`config.mk`:
```
export PLATFORM = sky130hd
export DESIGN_NAME = cdapc_div
export DESIGN_NICKNAME = d
export VERILOG_FILES = /design/src/hdl/assert_macros.svh /design/src/hdl/cdapc_pkg.sv /design/src/hdl/cdapc_div.sv
export SDC_FILE = /design/constraint.sdc
export NUM_CORES = 1
export LEC_CHECK = 0
export BUFFER_PORTS_ARGS = -buffer_cell sky130_fd_sc_hd__buf_2
export CAP_MARGIN = 20
export CORE_ASPECT_RATIO = 0.75
export CORE_UTILIZATION = 50
export CTS_CLUSTER_SIZE = 10
export DETAILED_ROUTE_END_ITERATION = 6
export MAX_ROUTING_LAYER = met4
export PLACE_DENSITY = 0.79
export SLEW_MARGIN = 15
export SYNTH_ARGS = -nofsm -noshare
export SYNTH_HDL_FRONTEND = slang
export SYNTH_SLANG_ARGS = --single-unit
```
`constraint.sdc`:
```
create_clock -name clk -period 6.6 [get_ports clk]
set_clock_uncertainty 0.2 [all_clocks]
set_input_delay 0.66 -clock clk [delete_from_list [all_inputs] [get_ports clk]]
set_output_delay 0.66 -clock clk [all_outputs]
set_load 0.02 [all_outputs]
```
`src/hdl/assert_macros.svh`:
```
// Assertion macros shared by the page cache RTL.
// Both need a signal named clk in the including module; CDAPC_ASSERT also needs rst_n.
`ifndef ASSERT_MACROS_SVH
`define ASSERT_MACROS_SVH
`ifndef SYNTHESIS
`define CDAPC_ASSERT(lbl, prop) \
  lbl: assert property (@(posedge clk) disable iff (!rst_n) prop) \
    else $error("cdapc assertion failed");
`define CDAPC_ASSERT_ALWAYS(lbl, prop) \
  lbl: assert property (@(posedge clk) prop) \
    else $error("cdapc assertion failed");
`else
`define CDAPC_ASSERT(lbl, prop)
`define CDAPC_ASSERT_ALWAYS(lbl, prop)
`endif
`endif

```
`src/hdl/cdapc_pkg.sv`:
```
// Package for the clean/dirty adaptive page cache: sizes, entry layout,
// configuration register indexes and reset values. No dependencies.
package cdapc_pkg;
  localparam int MAX_ENTRIES = 64;
  localparam int PAGE_BITS   = 32;
  localparam int STAMP_W     = 32;
  localparam int IDX_W       = $clog2(MAX_ENTRIES);
  localparam int CNT_W       = $clog2(MAX_ENTRIES + 1);
  localparam int THR_W       = 6;
  localparam int LAT_W       = 16;
  localparam int CAP_W       = 7;
  localparam int CFG_W       = 16;
  localparam int CFG_IDX_W   = 2;
  localparam int PROD_W      = CNT_W + LAT_W;
  localparam int NUM_W       = PROD_W + 2;
  localparam int DIV_CNT_W   = $clog2(NUM_W + 1);

  localparam logic [CFG_IDX_W-1:0] CFG_CAPACITY  = 2'd0;
  localparam logic [CFG_IDX_W-1:0] CFG_INIT_THR  = 2'd1;
  localparam logic [CFG_IDX_W-1:0] CFG_READ_LAT  = 2'd2;
  localparam logic [CFG_IDX_W-1:0] CFG_WRITE_LAT = 2'd3;

  localparam logic [CAP_W-1:0] RST_CAPACITY  = 7'd64;
  localparam logic [THR_W-1:0] RST_INIT_THR  = 6'd32;
  localparam logic [LAT_W-1:0] RST_READ_LAT  = 16'd25;
  localparam logic [LAT_W-1:0] RST_WRITE_LAT = 16'd200;

  localparam logic CMD_READ = 1'b1;

  typedef struct packed {
    logic [PAGE_BITS-1:0] page;
    logic                 dirty;
    logic [STAMP_W-1:0]   stamp;
  } entry_t;
endpackage

```
`src/hdl/cdapc_div.sv`:
```
// Restoring divider, one quotient bit per cycle, for the threshold step.
// Uses cdapc_pkg for operand width.
module cdapc_div (
  input  logic                        clk,
  input  logic                        rst_n,
  input  logic                        start,
  input  logic [cdapc_pkg::NUM_W-1:0] num,
  input  logic [cdapc_pkg::NUM_W-1:0] den,
  output logic                        done,
  output logic [cdapc_pkg::NUM_W-1:0] quot
);
  localparam int NW = cdapc_pkg::NUM_W;
  localparam int CW = cdapc_pkg::DIV_CNT_W;

  logic [NW:0]   rem_r, rem_sh, rem_nxt;
  logic [NW-1:0] quo_r, den_r;
  logic [CW-1:0] cnt_r;
  logic          busy_r, done_r, ge;

  always_comb begin
    rem_sh  = {rem_r[NW-1:0], quo_r[NW-1]};
    ge      = rem_sh >= {1'b0, den_r};
    rem_nxt = ge ? (rem_sh - {1'b0, den_r}) : rem_sh;
  end

  always_ff @(posedge clk) begin
    if (!rst_n) begin
      busy_r <= 1'b0;
      done_r <= 1'b0;
      cnt_r  <= '0;
    end else begin
      done_r <= 1'b0;
      if (start) begin
        rem_r  <= '0;
        quo_r  <= num;
        den_r  <= den;
        cnt_r  <= '0;
        busy_r <= 1'b1;
      end else if (busy_r) begin
        rem_r <= rem_nxt;
        quo_r <= {quo_r[NW-2:0], ge};
        cnt_r <= cnt_r + 1'b1;
        if (cnt_r == CW'(NW - 1)) begin
          busy_r <= 1'b0;
          done_r <= 1'b1;
        end
      end
    end
  end

  assign done = done_r;
  assign quot = quo_r;
endmodule

```
After elaboration in Yosys (flattened, before gate mapping)
Index checks and enable logic that the tools add are counted.

Register bits after elaboration: 82. Input port bits: 53. Logic and storage cells: 25.

Bitwise operators: 2. $add $sub $neg: 2. Reductions and logical operators: 5. Order comparisons: 1. Muxes and demuxes: 8. Equality and inequality tests: 1.

Operators by type and width (number): $mux W25 (4); $ge A26 B25 Y1 (1); $sub A25 B25 Y25 (1); $add A5 B1 Y5 const B (1); $eq A5 B5 Y1 const B (1); $mux W1 (4); $reduce_and A2 Y1 (2); $reduce_or A3 Y1 (1); $not A1 Y1 (2); $reduce_bool A2 Y1 (1); $reduce_or A2 Y1 (1).

Longest topological paths before layout
Gate-level depths: netlist (run 1).

Depth after elaboration: 4. Gate-level depth with buffers: 13. Mapped depth without buffers: 11.

Worst setup path before layout (run 1)
OpenSTA, ideal clock, no wires.

Path kind: register to register. Start: register quo_r[24] (netlist: quot[24]). End: register quo_r[0] (netlist: quot[0]) (data pin). Setup slack: 3562 ps. Library setup time: 260 ps. Clock period less this slack: 3038 ps. Required time: 6140 ps. Path buffers: 1. Arrival: 2578 ps. Cell stages (with the launch flop): 12. Cell sequence: edfxtp_1 > inv_1 > ha_1 > inv_1 > fa_1 > a21o_1 > a211o_1 > o21ai_2 > o21ba_2 > a31oi_4 > buf_2 > mux2_2.

Word-level cells in the longest chain between the ends: 3.

Ends and longest elaborated chain: start, declared (line cdapc_div.sv:16) `logic [NW-1:0] quo_r, den_r;`; start signal, assigned (line cdapc_div.sv:35) `quo_r <= num;`; start signal, assigned (line cdapc_div.sv:41) `quo_r <= {quo_r[NW-2:0], ge};`; $ge A26 B25 Y1 (line cdapc_div.sv:22) `ge = rem_sh >= {1'b0, den_r};`; $mux W25 (line cdapc_div.sv:39) `end else if (busy_r) begin`; $mux W25 (line cdapc_div.sv:33) `if (start) begin`.

Every way passes these cells. The select of a mux whose other input is x is not followed. A chain may end at the register's enable or synchronous reset.

Worst setup path in the final report (run 1)
Start: register quo_r[24] (netlist: quot[24]). End: register rem_r[22] (data pin).

Word-level cells in the longest chain between the ends: 3. Elaborated cells on any way between the ends: 4.

Ends and longest elaborated chain: $sub A25 B25 Y25 / $ge A26 B25 Y1 (equally long branches) (line cdapc_div.sv:23, cdapc_div.sv:22); $mux W25 * (line cdapc_div.sv:23) `rem_nxt = ge ? (rem_sh - {1'b0, den_r}) : rem_sh;`; $mux W25 * (line cdapc_div.sv:39); end signal, assigned (line cdapc_div.sv:40) `rem_r <= rem_nxt;`; end, declared (line cdapc_div.sv:15) `logic [NW:0] rem_r, rem_sh, rem_nxt;`.

Every way passes the cells marked *; elsewhere a longest branch is shown, timed or not. The select of a mux whose other input is x is not followed.

==> flow_summary.toml, run 1 <==
[outcome]
outcome = "complete, no violations"

[clock_tree]
ctsHoldBuffers = 0
cts_root_buf = "clkbuf_16"
cts_tree = "yes"
numCtsBuffers = 9
clock_sinks = 82
cts_setup_buffers = 0
clock_latency_ns = 0.34
cts_buffer_depth = 2
cts_resized = 0
htreeDepth = 3
clk_pin_slew_ns = 0.07

[timing]
fin_hold_ws_ns = 0.290
worst_pin_slew_ns = 0.927
max_freq_mhz = 291
drv_slew = 0
final-setup-viol-count = 0
finalCritPeriodShare_pct = 52.0
finalHoldViolCount = 0
fin_setup_tns_ns = 0
rsz0062_at_grt = "no"
timing.final.crit_period_ns = 3.43
slew_headroom_pct = 36.6

[yosys]
synth_commonest_cells = "edfxtp_1 (75), inv_1 (45), nor2_1 (34)"
syn_inst = 455
yosys_warnings = 0
synth.avg_cell_area_um2 = 10.9
synth_seq_cells = 82
ys_seq_area_share_pct = 48.3
synth_top_area_cell = "edfxtp_1"
synth_edf_count = 75
ys_types = 66
synthTopCellsByArea = "edfxtp_1 (45%), ha_1 (6.8%), mux2_2 (5.9%)"
synth_top_cell_area_share_pct = 45.4
ys.flop_type = "edfxtp_1"
netlist_area_mm2 = 0.00496
yosysMostFrequentCell = "edfxtp_1"
async_flop_share_pct = 0
syn-num-nets = 536

[worst_setup_path]
path_max_fanout = 21
rrSetupSlack_ns = 3.17
end_kind = "register"
reg2reg_to = "rem_r[22]"
crit_type = "reg -> reg"
reg2reg_depth = 12
required_ns = 6.48
cp-start-kind = "register"
r2r-start = "quot[24]"
crit_arrival_ns = 3.31

[cells_and_area]
final_net_count = 609
area_delta_synth_final_pct = 16.8
final_area_mm2 = 0.00579
nFillCells = 800
drive_gt1_share_pct = 27.0
diodes = 0

[floorplan]
chipHeight_um = 88.2
num_rows = 31
dieWidth_um = 117
start_util_pct = 51.3
dieArea_mm2 = 0.0103
ios = 79
coreArea_mm2 = 0.00966

[power]
combinationalPowerShare_pct = 27.3
ir_worst_vdd_mv = 0.185
clock_power_share_pct = 32.3
switching_share_pct = 30.8
p_seq_share_pct = 40.4
p_int_mw = 1.10
p_per_area_mw_per_mm2 = 274
p_switching_mw = 0.489
p_leak_nw = 2.41

[detailed_routing]
num_vias = 3800
routed_wl_um = 10800
final_antenna_net_count = 0
wl_per_cell_um = 16.3
drtIter0Drc = 242
dr.pass1.iters = 4
drc = 0
vias_per_cell = 5.71

[placed_design]
placed_area_mm2 = 0.00544
port-buffer-count = 78
place_hpwl_um = 7590
routabilityCongestion = 0.904

[worst_hold_path]
worstHoldPathType = "in -> reg"
min_from = "den[13]"
holdPathStages = 1
min_delay_worst_endpoint = "den_r[13]"

[global_routing]
overflow = 0
grt_first_pass_wirelength_um = 17500
antenna_found_initial = 0
first_global_vias = 3640
grt_max_degree = 50
grtUsageTotal_pct = 23.5

[run]
cap_violations = 0
[sequential cells by signal (all words and copies together), names as in the netlist]
signal  count
rem_r      25
cnt_r       5
den_r      25
busy_r      1
done        1
quot       25
[layer usage]
layer / vias up / GRT usage (%) / wire length [um]
met3: 13 / 6.03 / 734
met1: 1837 / 31.6 / 5250
met4: 0 / 7.83 / 148
met5: - / - / 0
met2: 124 / 34.9 / 4700
li1: 1826 / - / -
[power by group through the flow]
| stage | Combinational [mW] | Clock, mW | Sequential (mW) |
|---|---|---|---|
| 2_1_floorplan | 0.320 | 0 | 0.659 |
| 3_3_place_gp | 0.411 | 0 | 0.651 |
| 3_5_place_dp | 0.423 | 0 | 0.652 |
| 4_1_cts | 0.428 | 0.520 | 0.642 |
| 5_1_grt | 0.477 | 0.541 | 0.646 |
| 6_report | 0.434 | 0.513 | 0.641 |
[stage by stage]
stage                     power (mW)  util (%)  setup slack, ns  instances
final                           1.59      59.9             3.17        665
after global routing            1.66      59.9             2.97        665
after CTS                       1.59      59.4             3.14        663
after detailed placement        1.07      56.3             3.20        647
after global placement          1.06      56.1             3.26        646
after floorplan                0.980         -             3.56        455
[worst max-delay path by stage]
stage / from / endpoint / slack [ns] / depth (start not counted)
5_1_grt: rem_r[11] / rem_r[7] / 2.97 / 9
2_1_floorplan: quot[24] / quot[0] / 3.56 / 11
4_1_cts: rem_r[10] / rem_r[7] / 3.14 / 9
3_3_place_gp: quot[24] / rem_r[21] / 3.26 / 12
6_report: quot[24] / rem_r[22] / 3.17 / 12
3_5_place_dp: rem_r[7] / rem_r[7] / 3.20 / 9
[kinds of logic after synthesis]
family / after synthesis / share of synthesized area, %
xor+xnor: 20 / 3.53
fa+ha+maj: 28 / 7.22
simple gates: 118 / 11.9
mux: 39 / 8.53
buf+inv: 65 / 5.50
flops: 82 / 48.3
compound gates: 103 / 15.1
[cell type report]
class | instances | area (um2) | area share (%)
Inverter | 45 | 169 | 2.92
Multi-Input combinational cell | 308 | 2290 | 39.6
Sequential cell | 82 | 2390 | 41.3
Clock inverter | 6 | 73.8 | 1.28
Tap cell | 132 | 165 | 2.85
Clock buffer | 10 | 229 | 3.96
Timing Repair Buffer | 82 | 465 | 8.04
[cells in the final DEF (no fill, tap or decap), types with 9 or more instances in the layout]
cell,synthesis,layout
nand4_1,9,9
buf_2,6,78
ha_1,27,27
mux2i_1,13,13
xor2_1,9,9
a21oi_1,27,27
edfxtp_1,75,75
nand3_1,20,20
inv_1,45,45
xnor2_1,11,11
nand2_1,22,22
nor2_1,34,34
clkbuf_16,0,9
mux2_2,26,26
o21ai_0,17,17
[worst max-delay path: stages (launching register included)]
cell and delay, ns:
edfxtp_1 0.41, inv_1 0.08, ha_1 0.16, inv_1 0.05, fa_1 0.40, a21o_1 0.25
a211o_1 0.30, o21ai_2 0.20, o21ba_2 0.23, a31oi_4 0.27, buf_4 0.34, o21ai_0 0.21
a21oi_1 0.06
Note: power is estimated with default switching activity, not from simulation.
==> run 2, diff against run 1 <==
Clock period 6.6 ns to 3.3 ns, I/O delays scaled along.
==> run 2 against run 1 <==
Effect of this change:
- sequential share of layout area decreased by 1.6 points
- die area unchanged
- design area is 4.1% higher
- worst hold slack worse by 0.21 ns
- first-iteration DRC count up 2.1%
- register-to-register slack worse by 3.0 ns
- critical path depth shrank 1
- cell count is 4.1% higher
- via count grew 1.3%
- setup slack worse by 3.0 ns
- core utilization increased by 2.4 points
- non-clock buffer count is 27 higher
- largest cell class unchanged
==> flow_summary.toml, run 2 (same netlist as run 1, synthesis figures left out) <==
[cells_and_area]
final_common_cell = "buf_2"
diodes = 0
drive_gt1_share_pct = 26.3
seqCellArea_mm2 = 0.00239
final_cell_mix = "buf_2 (78), edfxtp_1 (75), inv_1 (45)"
area_delta_synth_final_pct = 21.5
final_net_count = 636
nFillCells = 777
final_area_mm2 = 0.00602
multi_input_area_mm2 = 0.00232

[timing]
finalCritPeriodShare_pct = 95.9
final-setup-viol-count = 0
max_freq_mhz = 316
finalHoldViolCount = 0
drv_slew = 0
timing.final.crit_period_ns = 3.16
worst_pin_slew_ns = 0.704
slew_headroom_pct = 53.0

[detailed_routing]
routed_wl_um = 10800
drtIter0Drc = 247
drc = 0
final_antenna_net_count = 0
num_vias = 3851
dr.pass1.iters = 4
vias_per_cell = 5.57
wl_per_cell_um = 15.6

[worst_setup_path]
slowest_delay_ns = 0.41
cpMostUsedCell = "inv_1"
required_ns = 3.19
crit_type = "reg -> reg"
path_max_fanout = 15
r2r-start = "quot[24]"
startpoint = "quot[24]"
end_kind = "register"
critPathSlowestCell = "edfxtp_1"
cp_cell_sequence = "inv_1, ha_1, inv_1, fa_1, a21o_1, a211o_1, o21ai_2, o21ba_4, a31oi_4, buf_4, mux2_2"
crit_arrival_ns = 3.06
cp-start-kind = "register"

[outcome]
outcome = "complete, no violations"

[global_routing]
grt_max_degree = 29
use_met2_pct = 32.7
antenna_found_initial = 0
overflow = 0
first_global_vias = 3594
grtUsageTotal_pct = 22.6
grt_first_pass_wirelength_um = 17200
use_met1_pct = 31.7
grt-busiest-layer = "met2"
grtUsageMet3_pct = 5.68

[floorplan]
dieWidth_um = 117
chipHeight_um = 88.2
num_rows = 31
ios = 79
coreArea_mm2 = 0.00966
start_util_pct = 51.3
dieArea_mm2 = 0.0103

[placed_design]
place_hpwl_um = 7730
placed_area_mm2 = 0.00547
routabilityCongestion = 0.927
port-buffer-count = 78

[worst_hold_path]
min_from = "num[19]"
worstHoldPathType = "in -> reg"

[clock_tree]
clock_latency_ns = 0.35
cts_tree = "yes"
cts_root_buf = "clkbuf_16"
htreeDepth = 3
clock_sinks = 82
numCtsBuffers = 9
cts_setup_buffers = 0
clk_pin_slew_ns = 0.07
cts_buffer_depth = 2

[power]
p_leak_nw = 2.50
p_per_area_mw_per_mm2 = 521
ir_worst_vdd_mv = 0.366
p_total_mw = 3.14

[run]
cap_violations = 0
==> run 2: cell count changes in the layout (fill, tap and decap cells not counted), sizes merged <==
cell,delta
dlygate4sd3,+25
clkinvlp,+3
buf,+2
clkinv,-3
bufinv,-1
inv,+1
==> run 2: final timing paths <==
check	to	slack, ns	cells past startpoint
min reg2reg	cnt_r[4]	0.32	2
max	quot[0]	0.14	11
max reg2reg	quot[0]	0.14	11
min	quot[19]	0.08	2
==> run 2: stage by stage <==
step	hold WS (ns)	setup TNS [ns]	std cells	setup slack (ns)	utilization, %
after global placement	0.292	0	651	0.231	56.6
after global routing	0.0730	-0.00222	692	-0.00222	62.4
after detailed placement	0.302	0	651	0.125	56.6
final	0.0805	0	692	0.136	62.4
after floorplan	0.229	0	455	0.262	-
after CTS	0.0740	0	692	0.0963	62.1
==> run 2: area by class of cell <==
class	instances	share of cell area, %
sequential	82	39.7
multi-input combinational	308	38.5
clock buffer	10	3.80
clock inverter	6	0.810
inverter	45	2.80
tap	132	2.74
timing repair buffer	109	11.7
==> run 2: report_power, final <==
group,switching [mW],internal (mW)
Clock,0.440,0.518
Sequential,0.0405,1.24
Combinational,0.514,0.385
Total,0.994,2.15
==> run 2: timing repair <==
| item | in CTS | in global routing |
|---|---|---|
| hold buffers | 25 | 0 |
| setup endpoints to repair | 0 | 14 |
| hold endpoints to repair | 25 | 0 |
| gates resized for setup | 0 | 4 |
==> run 2: critical path: cells and delay by family (launching register included) <==
family	cells	cell delay, ns
flip-flops	1	0.41
adder cells (fa/ha/maj)	2	0.58
multiplexers	1	0.28
buffers and inverters	3	0.36
AO/OA/AOI/OAI	5	1.10
==> run 2: routing by layer <==
layer | vias up | share of wire [%] | routed length (um)
met2 | 132 | 43 | 4620
li1 | 1873 | - | -
met3 | 9 | 6.6 | 711
met1 | 1837 | 50 | 5340
met4 | 0 | 0.93 | 100
met5 | - | 0 | 0
